`src/design/bitmap_block_allocator_assert.svh`:
```
// assertion macros for the bitmap block allocator
`ifndef BITMAP_BLOCK_ALLOCATOR_ASSERT_SVH
`define BITMAP_BLOCK_ALLOCATOR_ASSERT_SVH

`ifndef SYNTHESIS

// antecedent holds in this cycle, consequent in the same cycle
`define BBA_ASSERT_IMPLY(lbl, clk, rst_n, ante, cons, msg) \
    lbl: assert property (@(posedge clk) disable iff (!rst_n) (ante) |-> (cons)) \
        else $error(msg);

// antecedent holds in this cycle, consequent in the next cycle
`define BBA_ASSERT_NEXT(lbl, clk, rst_n, ante, cons, msg) \
    lbl: assert property (@(posedge clk) disable iff (!rst_n) (ante) |=> (cons)) \
        else $error(msg);

`else

`define BBA_ASSERT_IMPLY(lbl, clk, rst_n, ante, cons, msg)
`define BBA_ASSERT_NEXT(lbl, clk, rst_n, ante, cons, msg)

`endif

`endif

```
`src/design/bba_pkg.sv`:
```
`timescale 1ns / 1ps

package bba_pkg;

    // map geometry
    localparam int unsigned NUM_BLOCKS    = 8192;
    localparam int unsigned TAIL_RESERVED = 3;
    localparam int unsigned WORD_BITS     = 32;

    localparam int unsigned MAP_WORDS = (NUM_BLOCKS + WORD_BITS - 1) / WORD_BITS;
    localparam int unsigned WADDR_W   = $clog2(MAP_WORDS);
    localparam int unsigned OFF_W     = $clog2(WORD_BITS);
    localparam int unsigned BLK_W     = 13;
    localparam int unsigned OP_W      = 2;

    // allocate scans blocks 1 .. ALLOC_END-1
    localparam int unsigned ALLOC_END =
        (NUM_BLOCKS > TAIL_RESERVED) ? (NUM_BLOCKS - TAIL_RESERVED) : 0;
    localparam int unsigned LAST_SCAN_WORD =
        (ALLOC_END > 1) ? ((ALLOC_END - 1) / WORD_BITS) : 0;

    typedef logic [WORD_BITS-1:0] t_word;
    typedef logic [WADDR_W-1:0]   t_waddr;
    typedef logic [OFF_W-1:0]     t_off;

    typedef enum logic [OP_W-1:0] {
        OP_READ  = 2'd0,
        OP_SET   = 2'd1,
        OP_CLEAR = 2'd2,
        OP_ALLOC = 2'd3
    } t_opcode;

    typedef struct packed {
        logic [OP_W-1:0]  opcode;
        logic [BLK_W-1:0] block_index;
    } t_in_word;

    typedef struct packed {
        logic             bit_value;
        logic             found;
        logic [BLK_W-1:0] allocated_block;
        logic             index_error;
    } t_out_word;

    // lowest candidate bit of one map word
    typedef struct packed {
        logic hit;
        t_off pos;
    } t_find;

    // map word after reset: block 0 and the tail blocks are used
    function automatic t_word reset_word(input t_waddr addr);
        t_word       w;
        int unsigned blk;
        w = '0;
        for (int unsigned o = 0; o < WORD_BITS; o++) begin
            blk  = int'(addr) * WORD_BITS + o;
            w[o] = (blk == 0) ||
                   ((blk + TAIL_RESERVED >= NUM_BLOCKS) && (blk < NUM_BLOCKS));
        end
        return w;
    endfunction

    // bits of a word that allocate may grant
    function automatic t_word scan_mask(input t_waddr addr);
        t_word       w;
        int unsigned blk;
        w = '0;
        for (int unsigned o = 0; o < WORD_BITS; o++) begin
            blk  = int'(addr) * WORD_BITS + o;
            w[o] = (blk >= 1) && (blk < ALLOC_END);
        end
        return w;
    endfunction

endpackage

```
`src/design/bba_first_free.sv`:
```
`timescale 1ns / 1ps

module bba_first_free (
    input  bba_pkg::t_word i_cand,
    output bba_pkg::t_find o_find
);
    import bba_pkg::*;

    // priority encoder, lowest set bit wins
    always_comb begin
        o_find = '0;
        for (int i = WORD_BITS - 1; i >= 0; i--) begin
            if (i_cand[i]) begin
                o_find.hit = 1'b1;
                o_find.pos = t_off'(i);
            end
        end
    end

endmodule

```
`config.mk`:
```
export PLATFORM = sky130hd
export DESIGN_NAME = bba_first_free
export DESIGN_NICKNAME = d
export VERILOG_FILES = /design/src/design/bitmap_block_allocator_assert.svh /design/src/design/bba_pkg.sv /design/src/design/bba_first_free.sv
export SDC_FILE = /design/constraint.sdc
export NUM_CORES = 1
export LEC_CHECK = 0
export CAP_MARGIN = 20
export CELL_PAD_IN_SITES_DETAIL_PLACEMENT = 1
export CELL_PAD_IN_SITES_GLOBAL_PLACEMENT = 2
export CORE_MARGIN = 4
export CORE_UTILIZATION = 28
export DETAILED_ROUTE_END_ITERATION = 16
export DONT_BUFFER_PORTS = 1
export PLACE_DENSITY_LB_ADDON = 0.3
export SYNTH_ARGS = -nofsm -noshare
export SYNTH_HDL_FRONTEND = slang
export SYNTH_SLANG_ARGS = --single-unit
```
`constraint.sdc`:
```
create_clock -name vclk -period 1.6
set_input_delay 0.32 -clock vclk [all_inputs]
set_output_delay 0.32 -clock vclk [all_outputs]
set_load 0.01 [all_outputs]
```
# --- Word level (Yosys, flattened, before mapping) ---
# Cells that the tools add are included.
op_classes:
  mux: 32
op_table:
  columns: ["cell", "count"]
  rows:
  - ["2-to-1 mux 6 bit", 32]
totals:
  ff_bits: 0
  in_bits: 32
  output_inout_bits: 6
  elab_cells: 32

# --- Depth between registers and ports, before layout ---
# Gate-level depths: netlist of run 1.
logic_depth:
  word_depth: 32
  depth_mapped: 5

# --- Least setup slack after synthesis of run 1 ---
# No wires, ideal clock.
synth_path:
  path_kind: "input-to-output"
  start: "input port i_cand[19]"
  end: "output port o_find[2] (netlist name)"
  arrival_time_ns: 1.274
  path_stages: 4
  slack_ns: 0.006
  path_buffers: 0
  path_cell_list: "or4_4 -> o21ai_1 -> nand2_1 -> a21boi_1"
synth_lines:
  columns: ["element", "line", "text"]
  rows:
  - ["start, declared", "bba_first_free.sv:4", "input bba_pkg::t_word i_cand,"]
  - ["end, declared", "bba_first_free.sv:5", "output bba_pkg::t_find o_find"]

==> results.json, run 1 <==
{
  "ant_nets": 0,
  "drc": 0,
  "antenna_found_initial": 0,
  "cp_num_buf_inv": 0,
  "drt_iter0_drc": 1,
  "dr.pass1.iters": 4,
  "synth_cell_types": 23,
  "post-place-ws_ps": -105,
  "cp-end-kind": "primary output",
  "crit_chain": "nor2_1, o31ai_1, or4_1, nor3_2, a21o_1",
  "io_pins": 38,
  "whs_path_depth": 2,
  "worst_ir_drop_vdd_mv": 0.0407,
  "dpl-instance-area_um2": 415,
  "overflow": 0,
  "required_ps": 1280,
  "hp-class": "in2out",
  "start_kind": "input port",
  "netlist_area_um2": 368,
  "tightestPinTransition_ps": 347,
  "fin_crit_ps": 1650,
  "avgRoutedWirePerCell_um": 17.3,
  "crit_cells": 5,
  "run_status": "finished with violations",
  "ys_seq_area_share_pct": 0,
  "busiest_layer": "met2",
  "setup_ws_ps": -47.9,
  "seq_cells": 0,
  "yosys.area.top_type": "nor4_1",
  "synth.avg_cell_area_um2": 5.66,
  "stdcell_area_um2": 528,
  "worstPathArrival_ps": 1330,
  "grt_usage_pct": 14.4,
  "grt_setup_unrepaired": "yes",
  "mostFrequentLayoutCells": "nor2_1, inv_1",
  "grtUsageMet3_pct": 2.85,
  "die_h_um": 44.2,
  "p_leak_nw": 0.172,
  "port_buffers": 0,
  "final_common_cell": "nor2_1",
  "netlist.area_leader.share_pct": 11.9,
  "syn_inst": 65,
  "synth.area.top_cells": "nor4_1, nor2_1, a21oi_1, nor3_1, o31ai_1",
  "slowest_delay_ps": 510,
  "drive_above_1_share_pct": 31.0,
  "start_util_pct": 31.4,
  "timing.fmax_mhz": 607,
  "route.vias.total": 534,
  "core_area_mm2": 0.00117,
  "path_class": "in2out",
  "final_nets": 105,
  "num-clock-buffers": 0,
  "critPathSlowestCell": "or4_1",
  "postCtsHoldBufs": 0,
  "use_met1_pct": 17.2,
  "slew_viol_final": 0,
  "cap_violations": 0,
  "die_area_mm2": 0.00196,
  "viasPerCell": 6.28,
  "crit_family": "simple AND/OR/NAND/NOR gates",
  "hpwl_mm": 1.24,
  "final-seq-area_um2": 0,
  "synth_fp_nets": 97,
  "path_max_fanout": 3,
  "grt_pass1_vias": 544,
  "period_share_pct": 103,
  "grt_pass1_wl_mm": 2.26,
  "setup_viol_count_final": 5,
  "final-hold-violation-count": 0,
  "row_count": 12,
  "relSlewSlack_pct": 76.3,
  "grt_start_max_net_pins": 6,
  "diodes": 0,
  "powerDensity_mw_per_mm2": 107,
  "area_delta_synth_final_pct": 43.5,
  "grtUsageMet2_pct": 26.7,
  "chipWidth_um": 44.2,
  "gp_congestion": 0.783,
  "violations": "negative setup slack",
  "drt-total-wl_mm": 1.47,
  "yosys_warnings": 0
}
cell type report:
class              count  area [um^2]
well taps             14         17.5
fillers              167          643
repair buffers         6         48.8
multi-input cells     59          439
inverters              6         22.5
cells by family after synthesis:
family                 after synthesis  synth area share [%]
AO/OA/AOI/OAI                       22                  39.5
AND/OR/NAND/NOR                     37                  54.4
buffers and inverters                6                  6.12
per-stage QoR:
stage / util [%] / TNS (ps) / power (mW) / cells / hold WS, ps
floorplan: - / 0 / 0.0369 / 65 / 689
global placement: 35.5 / -388 / 0.0476 / 83 / 810
detailed placement: 35.5 / -401 / 0.0484 / 83 / 804
CTS: 40.0 / -130 / 0.0538 / 83 / 806
global route: 45.1 / -426 / 0.0623 / 85 / 792
finish: 45.1 / -159 / 0.0564 / 85 / 788
report_power, final:
part	total (mW)	switching, mW	internal [mW]
clock network	0	0	0
registers	0	0	0
logic	0.0564	0.0270	0.0294
total	0.0564	0.0270	0.0294
routing by layer:
layer,part of all wire (%),vias up
met2,52,20
met5,0,-
met3,7.5,0
li1,-,272
met1,41,242
met4,0,0
final timing paths:
kind | to | startpoint | slack [ps]
max | o_find[1] | i_cand[5] | -50
min | o_find[0] | i_cand[0] | 790
synth_stat cells:
| cell type | instances |
|---|---|
| nor2_1 | 10 |
| a21oi_1 | 7 |
| nor3_1 | 7 |
| nor4_1 | 7 |
| inv_1 | 6 |
| o31ai_1 | 4 |
| nand2_1 | 3 |
| or4_1 | 3 |
| a2111oi_0 | 2 |
| nor3b_1 | 2 |
| o21ai_0 | 2 |
| a211oi_1 | 1 |
| a21boi_1 | 1 |
| a21o_1 | 1 |
| a221oi_1 | 1 |
| and2_1 | 1 |
| nand3_1 | 1 |
| nand4_1 | 1 |
| nor2b_1 | 1 |
| o2111ai_1 | 1 |
| o21a_1 | 1 |
| o21ai_1 | 1 |
| or4_4 | 1 |
what timing repair did:
action	4_1_cts	5_1_grt
buffers inserted	0	2
endpoints found under the setup margin	6	6
resized for setup	12	9
pin swaps	7	8
cloned	0	0
No activity file was read; power rests on OpenSTA's default activity.
==> inputs of run 2 (changes only) <==
--- a/config.mk
+++ b/config.mk
@@ -6,11 +6,9 @@
 export NUM_CORES = 1
 export LEC_CHECK = 0
 export CAP_MARGIN = 20
-export CELL_PAD_IN_SITES_DETAIL_PLACEMENT = 1
-export CELL_PAD_IN_SITES_GLOBAL_PLACEMENT = 2
-export CORE_MARGIN = 4
-export CORE_UTILIZATION = 28
+export CORE_AREA = 4 4 41 43
 export DETAILED_ROUTE_END_ITERATION = 16
+export DIE_AREA = 0 0 45 47
 export DONT_BUFFER_PORTS = 1
 export PLACE_DENSITY_LB_ADDON = 0.3
 export SYNTH_ARGS = -nofsm -noshare
==> results.json, run 2 (synthesis results as in run 1) <==
{
  "core_area_mm2": 0.00130,
  "powerDensity_mw_per_mm2": 108,
  "hold_ws_ps": 801,
  "cp-end-kind": "primary output",
  "setup_ws_ps": -39.9,
  "post-place-ws_ps": -134,
  "port_buffers": 0,
  "p_leak_nw": 0.156,
  "die_area_mm2": 0.00212,
  "finish.utilization_pct": 37.3,
  "timing.fmax_mhz": 610,
  "viasPerCell": 6.19,
  "antenna_found_initial": 0,
  "drt_iter0_drc": 12,
  "dr.pass1.iters": 4,
  "overflow": 0,
  "cap_violations": 0,
  "grtUsageMet3_pct": 3.07,
  "required_ps": 1280,
  "area_delta_synth_final_pct": 32.0,
  "start_util_pct": 28.3,
  "hold_start": "i_cand[0]",
  "relSlewSlack_pct": 76.5,
  "tightestPinTransition_ps": 344,
  "drc": 0,
  "setup_tns_ps": -106,
  "route.vias.total": 520,
  "slowest_delay_ps": 570,
  "critPathSlowestCell": "or4_4",
  "chipWidth_um": 45,
  "setup_viol_count_final": 3,
  "cp_num_buf_inv": 0,
  "fillers": 157,
  "diodes": 0,
  "grtUsageMet2_pct": 23.7,
  "mostFrequentLayoutCells": "nor2_1, inv_1, nor4_1, nor3_1, a21oi_1",
  "final_nets": 103,
  "final-hold-violation-count": 0,
  "num-clock-buffers": 0,
  "worstPathArrival_ps": 1320,
  "use_met1_pct": 13.5,
  "grt_pass1_wl_mm": 2.01,
  "finalPower_uw": 52.4,
  "whs_path_depth": 2,
  "ant_nets": 0,
  "crit_chain": "or4_4, nor3_4, nand4_1",
  "hpwl_mm": 1.16,
  "grt_usage_pct": 12.0,
  "io_pins": 38,
  "postCtsHoldBufs": 0,
  "row_count": 13,
  "avgRoutedWirePerCell_um": 15.8,
  "start_kind": "input port",
  "period_share_pct": 102,
  "die_h_um": 47,
  "crit_family": "simple AND/OR/NAND/NOR gates",
  "grt_pass1_vias": 482,
  "run_status": "finished with violations",
  "seq_cells": 0,
  "hp-class": "in2out",
  "busiest_layer": "met2",
  "fin_crit_ps": 1640,
  "final_common_cell": "nor2_1",
  "violations": "negative setup slack",
  "path_max_fanout": 4,
  "slew_viol_final": 0,
  "grt_start_max_net_pins": 6,
  "gp_congestion": 0.748,
  "drive_above_1_share_pct": 26.1,
  "path_class": "in2out",
  "worst_ir_drop_vdd_mv": 0.0326,
  "min_to": "o_find[0]",
  "drt-total-wl_mm": 1.33,
  "final-seq-area_um2": 0,
  "grt_setup_unrepaired": "yes"
}
-- run 2: repair_timing --
item | in CTS | in global routing
pin swaps | 3 | 5
gates resized for setup | 6 | 10
buffers inserted | 0 | 0
endpoints found under the setup margin | 6 | 6
cloned | 0 | 0
-- run 2: per-stage QoR --
step,instances,area (um^2)
3_5_place_dp,84,417
3_3_place_gp,84,417
5_1_grt,84,485
4_1_cts,84,442
2_1_floorplan,65,368
6_report,84,485
-- run 2: worst max path at each step --
stage	to	startpoint	cells after the start
2_1_floorplan	o_find[2]	i_cand[19]	4
3_3_place_gp	o_find[5]	i_cand[23]	3
3_5_place_dp	o_find[5]	i_cand[23]	3
4_1_cts	o_find[0]	i_cand[30]	6
5_1_grt	o_find[0]	i_cand[13]	5
6_report	o_find[5]	i_cand[16]	3
-- run 2: per-layer routing --
metal	share of wire (%)	wire, um
met5	0	0
met3	9.7	129
met2	52	693
met1	38	501
met4	0	0
-- run 2: area by class of cell --
type / instances / area [um^2] / share of cell area (%)
timing repair buffer: 4 / 30.0 / 6.19
inverter: 6 / 22.5 / 4.64
multi-input combinational: 59 / 414 / 85.3
tap: 15 / 18.8 / 3.87
-- run 2: where the power goes --
part | internal [mW] | switching, mW
registers | 0 | 0
logic | 0.0279 | 0.0245
clock network | 0 | 0
total | 0.0279 | 0.0245
